`src/hw/rtl/cdq_pkg.sv`:
```
// ----------------------------------------------------------------------------
// cdq_pkg
// Shared sizes, codes and helpers for the circular deque.
// ----------------------------------------------------------------------------
package cdq_pkg;

  localparam int RING_DEPTH = 64;
  localparam int VALUE_BITS = 16;

  // width of the capacity register as seen on the configuration port
  localparam int CAP_BITS   = 7;
  localparam int CAP_RESET  = 64;

  localparam int IDX_BITS   = $clog2(RING_DEPTH);
  localparam int CNT_BITS   = $clog2(RING_DEPTH + 1);
  localparam int CMP_BITS   = (CAP_BITS > CNT_BITS) ? CAP_BITS : CNT_BITS;
  localparam int OP_BITS    = 3;

  typedef logic [VALUE_BITS-1:0] value_t;
  typedef logic [IDX_BITS-1:0]   idx_t;
  typedef logic [CNT_BITS-1:0]   cnt_t;
  typedef logic [CAP_BITS-1:0]   cap_t;

  typedef enum logic [OP_BITS-1:0] {
    OP_INS_FRONT = 3'd0,
    OP_INS_REAR  = 3'd1,
    OP_REM_FRONT = 3'd2,
    OP_REM_REAR  = 3'd3,
    OP_NOP       = 3'd4
  } op_t;

  typedef enum logic {
    S_IDLE = 1'b0,
    S_READ = 1'b1
  } state_t;

  // clamp the programmed capacity into 1 .. RING_DEPTH
  function automatic cnt_t eff_cap(input cap_t cap);
    logic [CMP_BITS-1:0] c;
    logic [CMP_BITS-1:0] d;
    cnt_t                r;
    c = CMP_BITS'(cap);
    d = CMP_BITS'(RING_DEPTH);
    if (c == '0) begin
      r = CNT_BITS'(1);
    end else if (c > d) begin
      r = CNT_BITS'(RING_DEPTH);
    end else begin
      r = CNT_BITS'(c);
    end
    return r;
  endfunction

  function automatic idx_t step_up(input idx_t idx, input cnt_t cap);
    cnt_t n;
    idx_t r;
    n = CNT_BITS'(idx) + CNT_BITS'(1);
    if (n >= cap) begin
      r = '0;
    end else begin
      r = IDX_BITS'(n);
    end
    return r;
  endfunction

  function automatic idx_t step_down(input idx_t idx, input cnt_t cap);
    cnt_t m;
    idx_t r;
    m = cap - CNT_BITS'(1);
    if (idx == '0 || CNT_BITS'(idx) >= cap) begin
      r = IDX_BITS'(m);
    end else begin
      r = idx - IDX_BITS'(1);
    end
    return r;
  endfunction

endpackage

```
`src/hw/rtl/cdq_ram.sv`:
```
// ----------------------------------------------------------------------------
// cdq_ram
// Generic simple dual-port RAM: one write port, one registered read port.
// ----------------------------------------------------------------------------
module cdq_ram #(
  parameter int WIDTH = 16,
  parameter int DEPTH = 64
) (
  input  logic                     clk,
  input  logic                     we,
  input  logic [$clog2(DEPTH)-1:0] waddr,
  input  logic [WIDTH-1:0]         wdata,
  input  logic                     re,
  input  logic [$clog2(DEPTH)-1:0] raddr,
  output logic [WIDTH-1:0]         rdata
);

  logic [WIDTH-1:0] mem [DEPTH];
  logic [WIDTH-1:0] rdata_r;

  always_ff @(posedge clk) begin
    if (we) begin
      mem[waddr] <= wdata;
    end
    if (re) begin
      rdata_r <= mem[raddr];
    end
  end

  assign rdata = rdata_r;

endmodule

```
`src/hw/rtl/circular_deque.sv`:
```
// ----------------------------------------------------------------------------
// circular_deque
// Double-ended queue over a ring RAM with a programmable capacity.
// ----------------------------------------------------------------------------
//  channel  | ports                              | handshake
//  ---------+------------------------------------+----------------------
//  in       | in_op, in_item_value               | in_valid / in_ready
//  out      | out_op_ok .. out_entry_count       | out_valid / out_ready
//  cfg      | cfg_wdata                          | cfg_we, no wait
//
//  inserts, no-ops and removals that leave the deque empty register their
//  result on acceptance; a removal that exposes a new end waits in the read
//  state on the registered RAM read of that entry. a request is taken only
//  when idle and no result is pending or the pending one leaves this cycle.
//  reset (rst_n low, synchronous) empties the deque and sets capacity 64;
//  the ring RAM needs no clearing. a capacity write also empties the deque.
// ----------------------------------------------------------------------------
module circular_deque (
  input  logic                    clk,
  input  logic                    rst_n,
  input  logic                    cfg_we,
  input  cdq_pkg::cap_t           cfg_wdata,
  input  logic                    in_valid,
  output logic                    in_ready,
  input  logic [cdq_pkg::OP_BITS-1:0] in_op,
  input  cdq_pkg::value_t         in_item_value,
  output logic                    out_valid,
  input  logic                    out_ready,
  output logic                    out_op_ok,
  output cdq_pkg::value_t         out_front_value,
  output cdq_pkg::value_t         out_rear_value,
  output logic                    out_ends_valid,
  output logic                    out_is_empty,
  output logic                    out_is_full,
  output cdq_pkg::cnt_t           out_entry_count
);
  import cdq_pkg::*;

  state_t state_r, state_nxt;

  cnt_t   cap_r;
  idx_t   front_idx_r, front_idx_nxt;
  idx_t   rear_idx_r, rear_idx_nxt;
  cnt_t   cnt_r, cnt_nxt;
  value_t front_val_r, front_val_nxt;
  value_t rear_val_r, rear_val_nxt;
  logic   rd_front_r;

  logic   out_valid_r;
  logic   out_op_ok_r;
  value_t out_front_r, out_rear_r;
  logic   out_ends_r, out_empty_r, out_full_r;
  cnt_t   out_cnt_r;

  logic   accept;
  logic   ok;
  logic   need_read;
  logic   rd_front;
  idx_t   rd_addr;
  logic   wr_en;
  idx_t   wr_addr;
  value_t rd_data;
  logic   ram_we, ram_re;

  assign accept = in_valid && in_ready;

  // datapath for one request: new pointers, count, ends and ram access
  always_comb begin
    idx_t pos;
    front_idx_nxt = front_idx_r;
    rear_idx_nxt  = rear_idx_r;
    cnt_nxt       = cnt_r;
    front_val_nxt = front_val_r;
    rear_val_nxt  = rear_val_r;
    ok            = 1'b1;
    need_read     = 1'b0;
    rd_front      = 1'b0;
    rd_addr       = front_idx_r;
    wr_en         = 1'b0;
    wr_addr       = front_idx_r;
    pos           = '0;
    case (op_t'(in_op))
      OP_INS_FRONT, OP_INS_REAR: begin
        if (cnt_r >= cap_r) begin
          ok = 1'b0;
        end else if (cnt_r == '0) begin
          pos           = (op_t'(in_op) == OP_INS_FRONT) ?
                          IDX_BITS'(cap_r - CNT_BITS'(1)) : '0;
          front_idx_nxt = pos;
          rear_idx_nxt  = pos;
          front_val_nxt = in_item_value;
          rear_val_nxt  = in_item_value;
          wr_en         = 1'b1;
          wr_addr       = pos;
          cnt_nxt       = CNT_BITS'(1);
        end else if (op_t'(in_op) == OP_INS_FRONT) begin
          front_idx_nxt = step_down(front_idx_r, cap_r);
          front_val_nxt = in_item_value;
          wr_en         = 1'b1;
          wr_addr       = front_idx_nxt;
          cnt_nxt       = cnt_r + CNT_BITS'(1);
        end else begin
          rear_idx_nxt  = step_up(rear_idx_r, cap_r);
          rear_val_nxt  = in_item_value;
          wr_en         = 1'b1;
          wr_addr       = rear_idx_nxt;
          cnt_nxt       = cnt_r + CNT_BITS'(1);
        end
      end
      OP_REM_FRONT, OP_REM_REAR: begin
        if (cnt_r == '0) begin
          ok = 1'b0;
        end else begin
          cnt_nxt = cnt_r - CNT_BITS'(1);
          if (cnt_r > CNT_BITS'(1)) begin
            need_read = 1'b1;
            if (op_t'(in_op) == OP_REM_FRONT) begin
              front_idx_nxt = step_up(front_idx_r, cap_r);
              rd_front      = 1'b1;
              rd_addr       = front_idx_nxt;
            end else begin
              rear_idx_nxt  = step_down(rear_idx_r, cap_r);
              rd_addr       = rear_idx_nxt;
            end
          end
        end
      end
      default: begin
        // no-op and unused codes
      end
    endcase
  end

  // next state
  always_comb begin
    state_nxt = state_r;
    case (state_r)
      S_IDLE: begin
        if (accept && need_read) begin
          state_nxt = S_READ;
        end
      end
      S_READ: state_nxt = S_IDLE;
      default: state_nxt = S_IDLE;
    endcase
  end

  // fsm outputs
  always_comb begin
    in_ready = 1'b0;
    ram_we   = 1'b0;
    ram_re   = 1'b0;
    case (state_r)
      S_IDLE: begin
        in_ready = !out_valid_r || out_ready;
        ram_we   = accept && wr_en;
        ram_re   = accept && need_read;
      end
      S_READ: begin
        in_ready = 1'b0;
      end
      default: begin
        in_ready = 1'b0;
      end
    endcase
  end

  cdq_ram #(
    .WIDTH (VALUE_BITS),
    .DEPTH (RING_DEPTH)
  ) u_ram (
    .clk   (clk),
    .we    (ram_we),
    .waddr (wr_addr),
    .wdata (in_item_value),
    .re    (ram_re),
    .raddr (rd_addr),
    .rdata (rd_data)
  );

  // control state
  always_ff @(posedge clk) begin
    if (!rst_n) begin
      state_r     <= S_IDLE;
      cap_r       <= eff_cap(CAP_BITS'(CAP_RESET));
      front_idx_r <= '0;
      rear_idx_r  <= '0;
      cnt_r       <= '0;
      out_valid_r <= 1'b0;
    end else begin
      state_r <= state_nxt;
      if (cfg_we) begin
        cap_r       <= eff_cap(cfg_wdata);
        front_idx_r <= '0;
        rear_idx_r  <= '0;
        cnt_r       <= '0;
      end else if (accept) begin
        front_idx_r <= front_idx_nxt;
        rear_idx_r  <= rear_idx_nxt;
        cnt_r       <= cnt_nxt;
      end
      if (accept) begin
        out_valid_r <= !need_read;
      end else if (state_r == S_READ) begin
        out_valid_r <= 1'b1;
      end else if (out_ready) begin
        out_valid_r <= 1'b0;
      end
    end
  end

  // end values and result payload
  always_ff @(posedge clk) begin
    if (accept) begin
      front_val_r <= front_val_nxt;
      rear_val_r  <= rear_val_nxt;
      rd_front_r  <= rd_front;
      out_op_ok_r <= ok;
      out_ends_r  <= (cnt_nxt != '0);
      out_empty_r <= (cnt_nxt == '0);
      out_full_r  <= (cnt_nxt == cap_r);
      out_cnt_r   <= cnt_nxt;
      out_front_r <= (cnt_nxt != '0) ? front_val_nxt : '0;
      out_rear_r  <= (cnt_nxt != '0) ? rear_val_nxt : '0;
    end else if (state_r == S_READ) begin
      // new end arrives from the ram
      if (rd_front_r) begin
        front_val_r <= rd_data;
        out_front_r <= rd_data;
      end else begin
        rear_val_r  <= rd_data;
        out_rear_r  <= rd_data;
      end
    end
  end

  assign out_valid       = out_valid_r;
  assign out_op_ok       = out_op_ok_r;
  assign out_front_value = out_front_r;
  assign out_rear_value  = out_rear_r;
  assign out_ends_valid  = out_ends_r;
  assign out_is_empty    = out_empty_r;
  assign out_is_full     = out_full_r;
  assign out_entry_count = out_cnt_r;

endmodule
```
`config.mk`:
```
export PLATFORM = sky130hd
export DESIGN_NAME = circular_deque
export DESIGN_NICKNAME = d
export VERILOG_FILES = /design/src/hw/rtl/cdq_pkg.sv /design/src/hw/rtl/cdq_ram.sv /design/src/hw/rtl/circular_deque.sv
export SDC_FILE = /design/constraint.sdc
export NUM_CORES = 1
export LEC_CHECK = 0
export ABC_AREA = 1
export BUFFER_PORTS_ARGS = -buffer_cell sky130_fd_sc_hd__buf_2
export CAP_MARGIN = 40
export CORE_MARGIN = 8
export CORE_UTILIZATION = 45
export CTS_BUF_LIST = sky130_fd_sc_hd__clkbuf_4 sky130_fd_sc_hd__clkbuf_8
export CTS_CLUSTER_DIAMETER = 120
export DETAILED_ROUTE_END_ITERATION = 6
export SYNTH_ARGS = -nofsm -noshare
export SYNTH_HDL_FRONTEND = slang
export SYNTH_HIERARCHICAL = 1
export SYNTH_SLANG_ARGS = --single-unit
```
`constraint.sdc`:
```
create_clock -name clk -period 5.2 [get_ports clk]
set_clock_uncertainty 0.05 [all_clocks]
set_input_delay 1.3 -clock clk [delete_from_list [all_inputs] [get_ports clk]]
set_output_delay 1.3 -clock clk [all_outputs]
set_load 0.005 [all_outputs]
```
==> qor.csv, run 1 <==
stage,metric,value,unit
run_status,status,"finished, final reports clean",
drt,Vias/cell,5.56,
placed_design,PortBufs,75,
run,max capacitance violation total,0,
timing,setup TNS,0,ns
global_routing,pin count of the biggest net entering global routing,100,
power_and_ir_drop,total chip power,19.7,mW
global_routing,GRT Resource Usage Total,0.233,
critical_path,max incr delay on CP,0.52,ns
critical_path,slowest cell on the critical path,dfxtp_1,
timing,Rel. slew slack,0.384,
clock_network,clock transition at the registers of the reported paths,0.06,ns
global_routing,met1 Track Usage GR,0.324,
clock_network,H-tree levels,4,
global_routing,busiest grt layer,met2,
critical_path,WP data required,5.76,ns
yosys,largest family of logic cells by synthesized area,simple AND/OR/NAND/NOR gates,
drt,Post-Route WL,145000,µm
drt,DRT iter0 DRCs,3851,
yosys,Area contributors post-synth,"edfxtp_1 (68%), nand2_1 (11%), nand3_1 (9.5%), buf_2 (1.3%), buf_6 (1.1%)",
critical_path,crit path cell chain,inv_1 -> nor2_1 -> nand2_1 -> xor2_1 -> inv_1 -> ha_1 -> nand2_1 -> o21a_1 -> nand3_1 -> nor2_1 -> nor2_1 -> o22ai_4 -> inv_16 -> buf_12 -> buf_4 -> nand2_1 -> nand3_1 -> nand3_1 -> nand2_1 -> nand2_1 -> nand3_1 -> nand3_1 -> nand2_1,
yosys,Synth Area in Adders,0.0111,
yosys,Yosys warning count,6,
drt,Routed Antenna Nets,0,
floorplanning,starting density of the core,0.454,
floorplanning,I/O pins,76,
floorplanning,Core ar.,109000,µm²
clock_network,CTS buffer count,184,
global_routing,grt total ovfl,0,
drt,routed vias,34300,
timing,final setup violation count,0,
yosys,Yosys top cell area share,0.677,
yosys,"count leader, synth",nand2_1,
critical_path,CP Class,reg -> reg,
global_routing,first-pass GRT wire length,213000,µm
cells_and_area,final net count,4694,
yosys,Compound-Gate Fraction of Synth Area,0.0245,
global_routing,initial antenna violation count,10,
yosys,number of library cell types mapped by synthesis,47,
cells_and_area,multi-input logic area,13400,µm²
clock_network,CTS Sinks,1144,
worst_hold_path,Hold WC Path Type,reg -> reg,
timing,worst-margin pin slew,0.920,ns
yosys,post-synthesis simple-gate area fraction,0.228,
clock_network,clock buffer depth,3,
power_and_ir_drop,Power Density,355,nW/µm²
timing,min cycle time layout,4.81,ns
yosys,Yosys top cell by area,edfxtp_1,
drt,Pre-antenna DRT Iters,6,
critical_path,"Max FO, Critical Path",99,
power_and_ir_drop,Worst VDD drop,0.000232,V
yosys,Synth Area in XOR/XNOR,0.00425,
yosys,number of synthesized flops with an enable pin,1116,
placed_design,dpl hpwl,91700,µm
floorplanning,DIE AREA,121000,µm²
cells_and_area,layout cell share with drive strength beyond 1,0.136,
critical_path,CP Data Arrival Time,5.37,ns
timing,Final Hold Viols,0,
clock_network,CTS tree,yes,
critical_path,"most used cell, CP",nand2_1,
yosys,Syn Std Cell Area,49500,µm²
clock_network,cts hold-fix bufs,0,
power_and_ir_drop,leakage,20.9,nW
timing,"Slew Viols, Final",0,
floorplanning,row count,121,
timing,final period utilization,0.925,
critical_path,crit start category,register,
timing,RSZ-0062 raised after global routing,no,
floorplanning,die height,348,µm
drt,Routed WL per cell,23.4,µm
clock_network,clk root buf,clkbuf_8,
clock_network,worst skew pair latency,0.87,ns
critical_path,critical path endpoint category,register,
yosys,Commonest cells post-synth,"nand2_1 (1489), edfxtp_1 (1116), nand3_1 (941), buf_2 (130), inv_1 (127)",
cells_and_area,Area growth syn-to-layout,12.2,%
global_routing,met3 Use GR,0.0462,
yosys,mux cell area share after synthesis,0,
yosys,syn nets,4488,
global_routing,met2 usage,0.364,
yosys,"FF+latch count, synth",1144,
global_routing,vias in the first global route,32900,
timing,max frequency,208,MHz
cells_and_area,flip-flop and latch area,34100,µm²
floorplanning,Die X,348,µm
yosys,"Seq/Total Area, Yosys",0.688,
drt,DR DRC count,0,
cells_and_area,FILL cells,9615,
placed_design,routability cong.,0.895,
yosys,Cells after Synth,4413,
yosys,Async SR Flop Fraction,0,
yosys,synthesized area per cell,11.2,µm²
yosys,Main synth FF type,edfxtp_1,
timing repair:
action                     4_1_cts  5_1_grt
resized for setup                0        2
setup endpoints to repair        0      212
buffers inserted                 0        0
cell usage in the layout (no fill, tap or decap), types with 57 or more instances in the layout:
cell type / netlist / final
nand2_1: 1489 / 1488
edfxtp_1: 1116 / 1116
nand3_1: 941 / 941
clkbuf_8: 0 / 184
buf_4: 18 / 161
inv_1: 127 / 126
nor2_1: 110 / 104
buf_2: 130 / 75
a21oi_1: 66 / 66
clkbuf_4: 0 / 57
path summary, 6_finish.rpt:
| path | start | to | slack, ns | cells after the start |
|---|---|---|---|---|
| min | rear_idx_r[0] | rear_idx_r[0] | 0.47 | 2 |
| max | front_idx_r[3] | u_ram/rdata[13] | 0.39 | 23 |
| max reg2reg | front_idx_r[3] | u_ram/rdata[13] | 0.39 | 23 |
| min reg2reg | rear_idx_r[0] | rear_idx_r[0] | 0.47 | 2 |
cells by family after synthesis:
group	count (synthesis)
compound gates	191
xor+xnor	24
fa+ha+maj	44
buf+inv	392
flops	1144
simple gates	2618
metal layers:
layer  up-vias  share of wire
met5         -        0.00048
met4        10          0.034
met3       262          0.084
met2      1508           0.46
met1     16700           0.43
li1      15800              -
sequential cells by signal (all words and copies together), names as in the netlist, 6 cells and up:
signal	flops
cnt_r	7
out_rear_value	16
out_entry_count	7
u_ram/mem	1024
front_val_r	16
rear_idx_r	6
front_idx_r	6
rear_val_r	16
out_front_value	16
u_ram/rdata	16
cap_r	7
critical path: cells and delay by family, from the launching register on:
| family | cells | cell delay, ns |
|---|---|---|
| fa+ha+maj | 1 | 0.32 |
| simple gates | 14 | 1.71 |
| xor+xnor | 1 | 0.25 |
| compound gates | 2 | 0.54 |
| flops | 1 | 0.52 |
| buf+inv | 5 | 1.07 |
report_power, final:
part,switching (mW),internal [mW],total [mW],leakage [nW]
Clock,3.60,3.79,7.39,1.84
Combinational,1.52,0.564,2.08,8.73
Sequential,0.0364,10.2,10.3,10.3
stage by stage:
| stage | hold WS (ns) | util | worst slack [ns] | area, µm² | cells |
|---|---|---|---|---|---|
| after floorplan | 0.440 | - | 0.609 | 49500 | 4413 |
| after global placement | 0.463 | 0.477 | 0.352 | 52000 | 5844 |
| after detailed placement | 0.463 | 0.478 | 0.321 | 52100 | 5847 |
| after CTS | 0.473 | 0.509 | 0.274 | 55500 | 6171 |
| after global routing | 0.520 | 0.509 | 0.0475 | 55500 | 6172 |
| final | 0.473 | 0.509 | 0.390 | 55500 | 6173 |
layout make-up:
class                           count  share of cell area
Tap cell                         1414              0.0319
Inverter                          142              0.0102
Multi-Input combinational cell   2877               0.241
Clock inverter                     83             0.00874
Sequential cell                  1144               0.614
Antenna cell                        2           0.0000902
Clock buffer                      241              0.0533
Timing Repair Buffer              270              0.0411
No activity file was read; power rests on OpenSTA's default activity.
==> inputs of run 2 (changes only) <==
- CELL_PAD_IN_SITES_DETAIL_PLACEMENT: not set -> 1
- CELL_PAD_IN_SITES_GLOBAL_PLACEMENT: not set -> 1
- PLACE_DENSITY_LB_ADDON: not set -> 0.1
- clock period: 5.2 -> 4.49 ns (I/O delays scaled with it)
==> run 2 against run 1 <==
  * First-iteration DRC count is 26% lower
  * Fmax is 13% higher
  * Largest power group unchanged
  * Final area up 3.2%
  * Global-route usage rose by 2.1 points
  * Total power is 19% higher
  * Routed wire length rose by 9.4%
  * Sequential cell count is the same
  * Via count is 2.7% higher
  * Highest routed layer unchanged
  * Non-clock buffer count up 68
==> qor.csv, run 2 (same netlist as run 1, synthesis figures left out) <==
stage,metric,value,unit
floorplanning,starting density of the core,0.454,
power_and_ir_drop,power share of the combinational group,0.108,
critical_path,Critical Path Start,front_idx_r[0],
power_and_ir_drop,Switch Pwr,6.10,mW
power_and_ir_drop,Pint,17.3,mW
cells_and_area,layout cell share with drive strength beyond 1,0.153,
timing,worst-margin pin slew,0.911,ns
placed_design,dpl hpwl,99400,µm
cells_and_area,Biggest register,u_ram/mem,
timing,max frequency,234,MHz
cells_and_area,"commonest cells after routing, fill and taps aside","nand2_1 (1486), edfxtp_1 (1116), nand3_1 (935)",
drt,Pre-antenna DRT Iters,7,
cells_and_area,"commonest non-fill, non-tap cell in the layout",nand2_1,
critical_path,max incr delay on CP,0.36,ns
clock_network,worst skew pair latency,0.87,ns
critical_path,CP Class,reg -> reg,
timing,Rel. slew slack,0.393,
timing,"Slew Viols, Final",0,
drt,DR WL met3,9950,µm
power_and_ir_drop,Reg power frac,0.508,
cells_and_area,final net count,4769,
cells_and_area,max reg flops,1024,
placed_design,PortBufs,75,
power_and_ir_drop,Power Density,408,nW/µm²
critical_path,Crit Reg-Reg Startpoint,front_idx_r[0],
critical_path,CP Data Arrival Time,4.87,ns
drt,Routed Antenna Nets,0,
timing,Final Hold Viols,0,
critical_path,crit path cell chain,ha_1 -> nand3_1 -> xor2_1 -> inv_1 -> ha_1 -> a21oi_1 -> o21a_1 -> nand3_2 -> nor2_1 -> nor2_1 -> o22ai_4 -> clkbuf_16 -> buf_4 -> nand3_1 -> nand3_1 -> nand2_1 -> nand2_1 -> nand3_1 -> nand3_1 -> nand2_1,
global_routing,pin count of the biggest net entering global routing,149,
timing,min cycle time layout,4.27,ns
cells_and_area,FILL cells,11500,
worst_hold_path,Hold WC Path Type,in -> reg,
critical_path,WP data required,5.08,ns
global_routing,first-pass GRT wire length,233000,µm
global_routing,grt total ovfl,0,
clock_network,clock buffer depth,3,
floorplanning,Die X,348,µm
run,max capacitance violation total,0,
clock_network,H-tree levels,4,
floorplanning,I/O pins,76,
drt,met2 routed WL,74900,µm
timing,setup TNS,0,ns
clock_network,CTS buffer count,190,
power_and_ir_drop,leakage,21.6,nW
clock_network,clock transition at the registers of the reported paths,0.06,ns
worst_hold_path,worst hold start,cfg_wdata[4],
timing,final period utilization,0.951,
critical_path,"most used cell, CP",nand3_1,
drt,Routed WL per cell,25.3,µm
run_status,status,"finished, final reports clean",
clock_network,clk root buf,clkbuf_8,
drt,met1 wire length,69000,µm
power_and_ir_drop,clock power share,0.384,
global_routing,vias in the first global route,36300,
drt,routed vias,35300,
global_routing,initial antenna violation count,6,
critical_path,"Max FO, Critical Path",24,
critical_path,slowest cell on the critical path,o22ai_4,
placed_design,routability cong.,0.891,
drt,DRT iter0 DRCs,2834,
timing,Min Hold Slack,0.421,ns
cells_and_area,Area growth syn-to-layout,15.8,%
floorplanning,die height,348,µm
critical_path,crit start category,register,
drt,Post-Route WL,158000,µm
floorplanning,DIE AREA,121000,µm²
drt,DR DRC count,0,
drt,Vias/cell,5.63,
global_routing,GRT Resource Usage Total,0.255,
clock_network,CTS tree,yes,
floorplanning,row count,121,
drt,top sig layer,met5,
floorplanning,Core ar.,109000,µm²
timing,RSZ-0062 raised after global routing,no,
critical_path,critical path endpoint category,register,
power_and_ir_drop,switch share,0.261,
timing,final setup violation count,0,
clock_network,cts hold-fix bufs,0,
clock_network,CTS Sinks,1144,
power_and_ir_drop,Worst VDD drop,0.000249,V
[run 2: cell count changes in the layout (fill, tap and decap cells not counted), moves of 6 or more]
cell      delta
buf_12      +64
buf_4        -7
clkbuf_4    +11
clkbuf_8     +7
clkinv_1     +7
clkinv_2    -10
nand3_1      -6
nand3_2      +6
[run 2: final cells by class]
cell class / instances / area [µm²] / share of cell area
antenna: 3 / 7.51 / 0.000131
clock buffer: 259 / 3140 / 0.0548
clock inverter: 79 / 504 / 0.00880
inverter: 142 / 582 / 0.0102
multi-input combinational: 2877 / 13400 / 0.235
sequential: 1144 / 34100 / 0.595
tap: 1414 / 1770 / 0.0309
timing repair buffer: 338 / 3770 / 0.0658
timing repair inverter: 1 / 11.3 / 0.000197
[run 2: metal layers]
layer | GRT usage | up-vias
met5 | 0 | -
met4 | 0.0767 | 4
met3 | 0.0390 | 244
met2 | 0.421 | 1090
met1 | 0.348 | 17900
li1 | - | 16000
[run 2: critical path: cells and delay by family, from the launching register on]
kind	cells	cell delay (ns)
and+or+nand+nor	11	1.44
adders and majority gates	2	0.53
buffers and inverters	3	0.73
AOI/OAI and AO/OA	3	0.72
DFF	1	0.35
xor gates and xnor gates	1	0.15
[run 2: timing repair]
| item | in CTS | in global routing |
|---|---|---|
| setup endpoints to repair | 0 | 520 |
| setup buffers | 0 | 1 |
| resized for setup | 0 | 27 |
[run 2: power groups by stage]
stage | clock network (mW) | logic (mW) | registers [mW]
floorplan | 0 | 1.45 | 12.1
global placement | 0 | 2.43 | 12.1
detailed placement | 0 | 2.49 | 12.1
CTS | 9.19 | 2.50 | 11.9
global route | 9.63 | 2.76 | 11.9
finish | 8.98 | 2.53 | 11.9
[run 2: final timing paths]
check                         to  slack [ns]  depth (start not counted)
hold / removal          cap_r[4]        0.42                          3
hold reg to reg    rear_idx_r[0]        0.49                          2
setup reg to reg  u_ram/rdata[8]        0.22                         20
setup / recovery  u_ram/rdata[8]        0.22                         20
[run 2: through the flow]
| stage | power, mW | instances | setup slack (ns) | util | cell area (µm²) |
|---|---|---|---|---|---|
| after floorplan | 13.5 | 4413 | 0.173 | - | 49500 |
| after global placement | 14.5 | 5905 | 0.0674 | 0.489 | 53300 |
| after detailed placement | 14.6 | 5909 | 0.0472 | 0.490 | 53400 |
| after CTS | 23.6 | 6247 | 0.0365 | 0.524 | 57100 |
| after global routing | 24.3 | 6256 | 0.00958 | 0.526 | 57300 |
| final | 23.4 | 6257 | 0.218 | 0.526 | 57300 |
